--- src/sv/wdc_pkg.sv ---
`timescale 1ns / 1ps
`default_nettype none
// ----------------------------------------------------------------------------
// wdc_pkg
// Shared types and constants for the windowed dip counter.
// ----------------------------------------------------------------------------
package wdc_pkg;

    localparam int CFG_INDEX_W = 2;
    localparam int CFG_DATA_W  = 21;

    localparam logic [CFG_INDEX_W-1:0] CFG_HISTORY_SIZE = 2'd0;
    localparam logic [CFG_INDEX_W-1:0] CFG_DIP_DROP     = 2'd1;
    localparam logic [CFG_INDEX_W-1:0] CFG_RECOVER_RISE = 2'd2;
    localparam logic [CFG_INDEX_W-1:0] CFG_EMA_WEIGHT   = 2'd3;

    localparam logic [12:0] HISTORY_SIZE_RESET = 13'd1000;
    localparam logic [15:0] DIP_DROP_RESET     = 16'd3640;
    localparam logic [15:0] RECOVER_RISE_RESET = 16'd1092;
    localparam logic [20:0] EMA_WEIGHT_RESET   = 21'd1049;

    localparam logic [20:0] WEIGHT_ONE = 21'h100000;
    localparam logic [52:0] ROUND_HALF = 53'h80000;
    localparam logic [47:0] TOTAL_MAX  = {48{1'b1}};

    typedef struct packed {
        logic push;
        logic pop;
    } queue_ctrl_t;

    typedef struct packed {
        logic empty;
        logic full;
    } queue_stat_t;

endpackage
`default_nettype wire

--- src/sv/wdc_ema.sv ---
`timescale 1ns / 1ps
`default_nettype none
// ----------------------------------------------------------------------------
// wdc_ema
// Moving average update in Q12.20; the sample term is registered when the
// word is taken and the average term is formed combinationally from it.
// ----------------------------------------------------------------------------
module wdc_ema
    import wdc_pkg::*;
(
    input  wire logic        clk,
    input  wire logic        load,
    input  wire logic [11:0] sample_value,
    input  wire logic [20:0] ema_weight,
    input  wire logic        seed,
    input  wire logic [11:0] sample_held,
    input  wire logic [31:0] avg_value,
    output logic      [31:0] avg_new
);

    logic [20:0] weight_eff;
    logic [32:0] sample_term_reg;
    logic [20:0] keep_weight_reg;
    logic [52:0] avg_term;
    logic [52:0] avg_rounded;
    logic [33:0] avg_sum;

    assign weight_eff = (ema_weight > WEIGHT_ONE) ? WEIGHT_ONE : ema_weight;

    always_ff @(posedge clk)
    begin
        if (load)
        begin
            sample_term_reg <= 33'({21'b0, sample_value} * {12'b0, weight_eff});
            keep_weight_reg <= WEIGHT_ONE - weight_eff;
        end
    end

    always_comb
    begin
        avg_term    = {21'b0, avg_value} * {32'b0, keep_weight_reg};
        avg_rounded = avg_term + ROUND_HALF;
        avg_sum     = {1'b0, avg_rounded[52:20]} + {1'b0, sample_term_reg};
        avg_new     = seed ? {sample_held, 20'b0} : avg_sum[31:0];
    end

endmodule
`default_nettype wire

--- config.mk ---
export PLATFORM = sky130hd
export DESIGN_NAME = wdc_ema
export DESIGN_NICKNAME = d
export VERILOG_FILES = /design/src/sv/wdc_pkg.sv /design/src/sv/wdc_ema.sv
export SDC_FILE = /design/constraint.sdc
export NUM_CORES = 2
export LEC_CHECK = 0
export BUFFER_PORTS_ARGS = -buffer_cell sky130_fd_sc_hd__buf_2
export CAP_MARGIN = 40
export CORE_UTILIZATION = 35
export CTS_BUF_LIST = sky130_fd_sc_hd__clkbuf_8
export CTS_CLUSTER_SIZE = 30
export DETAILED_ROUTE_END_ITERATION = 7
export HOLD_SLACK_MARGIN = 0.05
export PLACE_DENSITY = 0.57
export SYNTH_ARGS = -nofsm -noshare
export SYNTH_HDL_FRONTEND = slang
export SYNTH_SLANG_ARGS = --single-unit
--- constraint.sdc ---
create_clock -name clk -period 8.4 [get_ports clk]
set_input_delay 0.42 -clock clk [delete_from_list [all_inputs] [get_ports clk]]
set_output_delay 0.42 -clock clk [all_outputs]
set_load 0.05 [all_outputs]
**Yosys cells after proc, flatten, opt, wreduce, memory -nomap -nowiden**

Index checks and enable logic that the tools add are counted.
Widths: inputs -> output; s select.

- Word-level logic and storage cells: 10
- Memories kept: 0
- Bits in latches: 0
- RAM bits: 0
- Register bits: 53
- Output and inout bits: 32
- ROM bits: 0

- Div/mod/pow operators: 0
- Multiplexer cells: 2
- Bitwise operators: 0
- Multipliers: 2
- Shift-type cells: 0
- Reduce and logical (&&, ||, !) cells: 0
- $lt $le $gt $ge: 1
- $add $sub $neg: 3
- Equality and inequality tests: 0

Operators with widths:

| operator | count |
|---|---|
| $add 52x20->52 const B | 1 |
| $mul 32x21->52 | 1 |
| $add 32x32->32 | 1 |
| $mul 12x21->32 | 1 |
| $mux 32 | 1 |
| $gt 21x21->1 const B | 1 |
| $mux 21 | 1 |
| $sub 21x21->21 const A | 1 |

**Logic depth before layout (Yosys ltp)**

- Depth after elaboration: 4
- Mapped depth: 38

**Least setup slack after synthesis**

Ideal clock, no wire load.

- Path type: reg2out
- From: reg keep_weight_reg[6]
- To: out avg_new[24]
- Stages on the path, launching flop included: 34
- Data required time: 7.980 ns
- Arrival time: 9.153 ns
- Slack: -1.173 ns
- Cell sequence: edfxtp_1 > clkbuf_1 > nand2_1 > fa_1 > fa_1 > fa_1 > inv_1 > fa_1 > fa_1 > fa_1 > inv_1 > fa_1 > inv_1 > ha_1 > a21oi_1 > o21ai_1 > a21o_1 > a21o_1 > a21boi_0 > o31ai_1 > a31oi_1 > inv_1 > a21oi_1 > xnor2_1 > ha_1 > nand3_1 > nor2_1 > o211ai_1 > a21o_1 > a211o_1 > nand2_1 > a21o_1 > a211oi_1 > o41ai_1

- Cells in the longest elaborated chain, start to end: 4

RTL lines:

| what | RTL line | source |
|---|---|---|
| start: declaration | wdc_ema.sv:23 | `logic [20:0] keep_weight_reg;` |
| start signal: assignment | wdc_ema.sv:35 | `keep_weight_reg <= WEIGHT_ONE - weight_eff;` |
| $mul 32x21->52 | wdc_ema.sv:41 | `avg_term = {21'b0, avg_value} * {32'b0, keep_weight_reg};` |
| $add 52x20->52 | wdc_ema.sv:42 | `avg_rounded = avg_term + ROUND_HALF;` |
| $add 32x32->32 | wdc_ema.sv:43 | `avg_sum = {1'b0, avg_rounded[52:20]} + {1'b0, sample_term_reg};` |
| $mux 32 | wdc_ema.sv:44 | `avg_new = seed ? {sample_held, 20'b0} : avg_sum[31:0];` |
| end: declaration | wdc_ema.sv:18 | `output logic [31:0] avg_new` |

Every way passes these cells.

**Worst setup path after layout**

- From: reg keep_weight_reg[3]
- To: out avg_new[31]

Same word-level chain as after synthesis.

==> impl_results.md <==
* Cell row count at 111
* Hold_buf cts at 0
* Nets@finish at 5,217
* CP max stage delay at 560 ps
* Run status: finished with violations
* Vias in the first global route at 27,700
* Endpoint, Worst Hold: keep_weight_reg[15]
* Via count at 25,500
* Final Max Tran Viols at 0
* Synthesized area per cell at 8.76 um^2
* Largest net degree at the start of global routing at 54
* CP Launch Type: flip-flop
* Post-synth EDFFs at 53
* DR WL met2 at 43,100 um
* CTS Buffer Depth at 2
* Register area share after synthesis at 4.86%
* CP top delay family: adder cells
* WL/cell at 16.6 um
* Starting density of the core at 35.5%
* Count of unique library cells instantiated by Yosys at 71
* Core Util, Final at 43.0%
* Crit path arrival time at 9100 ps
* Synthesized cell area at 32,700 um^2
* Clock transition at path regs at 120 ps
* Post-synth top area cell: fa_1
* WP data required at 7980 ps
* Commonest non-fill, non-tap cells in the layout: 864 x inv_1, 742 x fa_1, 642 x nand2_1
* Routability cong. at 0.878
* Fillcell total at 9,072
* Root Driver: clkbuf_8
* CP max-delay cell: fa_1
* Ports at 112
* Layout Cells excl Fill at 5,340
* GR Overflow Total at 0
* Hold Path Depth at 2
* CTS tree: yes
* Pre-CTS setup slack at -970 ps
* WL met1 at 40,000 um
* Final WS setup at -1120 ps
* Via density per instance at 4.77
* CTS Sinks at 53
* Tcrit/Tclk final at 113%
* Total GRT Usage at 19.8%
* Area share of the largest cell type after synthesis at 46.3%
* Post-Route WL at 88,900 um
* Die ar. at 94,700 um^2
* Worst hold-check path type: in2reg
* Tightest Pin Transition at 767 ps
* Multi-input combinational cell area at 28,300 um^2
* Hold Crit Start: ema_weight[15]
* Seq. cell area at 1590 um^2
* Fraction of registers with async set/reset at 0%
* Initial drt markers at 1,392
* Max-Cap Viols at 0
* Commonest non-fill, non-tap cell in the layout: inv_1
* Main synth FF type: edfxtp_1
* Endpoints failing setup at 25
* Worst-path maximum fanout at 9
* First-pass GRT wire length at 149,000 um
* Slew margin rel. at 48.9%
* Minimum clock period at 9520 ps
* Syn nets at 4,857
* Setup CP Type: reg2out
* Core box area at 92,100 um^2
* Wire length on met3 at 3840 um
* Htree depth at 2
* CTS buffer count at 5
* # DRC at 0
* Crit. End Element: output pin
* Layout cells sized above 1 at 18.2%
* Top Layer Used: met5
* Die Y at 308 um
* HPWL after DPL at 75,800 um
* RSZ-0062 raised after global routing: yes
* Hold Vio Cnt, Final at 0
* Drt pass-1 iters at 5
* ANT nets after route at 0
* Initial antenna violation count at 3
* Area Growth Syn to Fin at 21.0%
* Post-Syn Instances at 3,735
* Port buffer count at 111
* Max reg flops at 32
* Synth area leaders: fa_1 46%, ha_1 11%, inv_1 10%
* Synth warn at 0
* Most used cell, CP: fa_1
* Total placed cells including tap cells at 5,286
* WP buf/inv at 7
* Die W at 308 um
* Fmax at 0.105 GHz
* #FFs+latches synth at 53
* Failing checks: negative setup slack
[metal layers]
| metal | global-route usage [%] | vias up |
|---|---|---|
| met3 | 1.72 | 95 |
| met1 | 27.3 | 13100 |
| met2 | 33.8 | 516 |
| met4 | 4.05 | 4 |
| met5 | 0 | - |
| li1 | - | 11800 |
[layout make-up]
type	count	area share, %
Clock inverter	3	0.164
Timing Repair Buffer	543	12.1
Sequential cell	53	4.02
Inverter	872	8.27
Clock buffer	5	0.174
Multi-Input combinational cell	2620	71.4
Antenna cell	1	0.00632
Tap cell	1243	3.93
[worst max-delay path by stage]
stage	start	to	slack [ps]	depth (start not counted)
detailed placement	avg_value[10]	avg_new[31]	-970	35
floorplan	avg_value[10]	avg_new[26]	-80	32
CTS	keep_weight_reg[3]	avg_new[31]	-1110	36
global placement	avg_value[10]	avg_new[28]	-900	33
global route	keep_weight_reg[6]	avg_new[31]	-1490	35
finish	keep_weight_reg[3]	avg_new[31]	-1120	35
[synth_stat cells (4+ instances only)]
| library cell | count |
|---|---|
| inv_1 | 872 |
| fa_1 | 757 |
| nand2_1 | 647 |
| and2_1 | 320 |
| ha_1 | 285 |
| clkbuf_1 | 187 |
| a21oi_1 | 76 |
| nor2_1 | 71 |
| xnor2_1 | 65 |
| edfxtp_1 | 53 |
| a21o_1 | 46 |
| o21ai_0 | 37 |
| xor2_1 | 33 |
| nor2b_1 | 30 |
| nor3_1 | 29 |
| and3_1 | 25 |
| nand3_1 | 25 |
| o21ai_1 | 18 |
| nand2b_1 | 12 |
| o21a_1 | 11 |
| a31oi_1 | 10 |
| o21bai_1 | 10 |
| a211oi_1 | 9 |
| nand4_1 | 9 |
| or3_1 | 8 |
| o211ai_1 | 6 |
| o31ai_1 | 6 |
| and4_1 | 5 |
| a41oi_1 | 4 |
| nor4_1 | 4 |
[per-stage QoR]
stage | instance area [um^2] | setup TNS (ps) | hold slack, ps
floorplan | 33200 | -185 | 532
global placement | 37900 | -15160 | 832
detailed placement | 37900 | -15630 | 834
CTS | 39200 | -18250 | 482
global route | 39600 | -26770 | 514
finish | 39600 | -18250 | 486
[cells by family after synthesis]
kind of cell | after synthesis | synth area share, %
AOI/OAI and AO/OA | 275 | 5.57
xor gates and xnor gates | 98 | 2.62
adders and majority gates | 1042 | 57.2
buffers and inverters | 1062 | 12.2
DFF | 53 | 4.86
muxes | 3 | 0.0956
and+or+nand+nor | 1202 | 17.5
[what timing repair did]
item                                   4_1_cts  5_1_grt
buffers inserted                            27       20
resized for setup                          160       73
pin swaps                                   92       43
setup endpoints to repair                   26       30
gates cloned                                 8        0
endpoints found under the hold margin        0        0
Power is left out: the tool's default activity adds up to more than one toggle a clock period on the data nets, which glitch-free logic cannot reach.
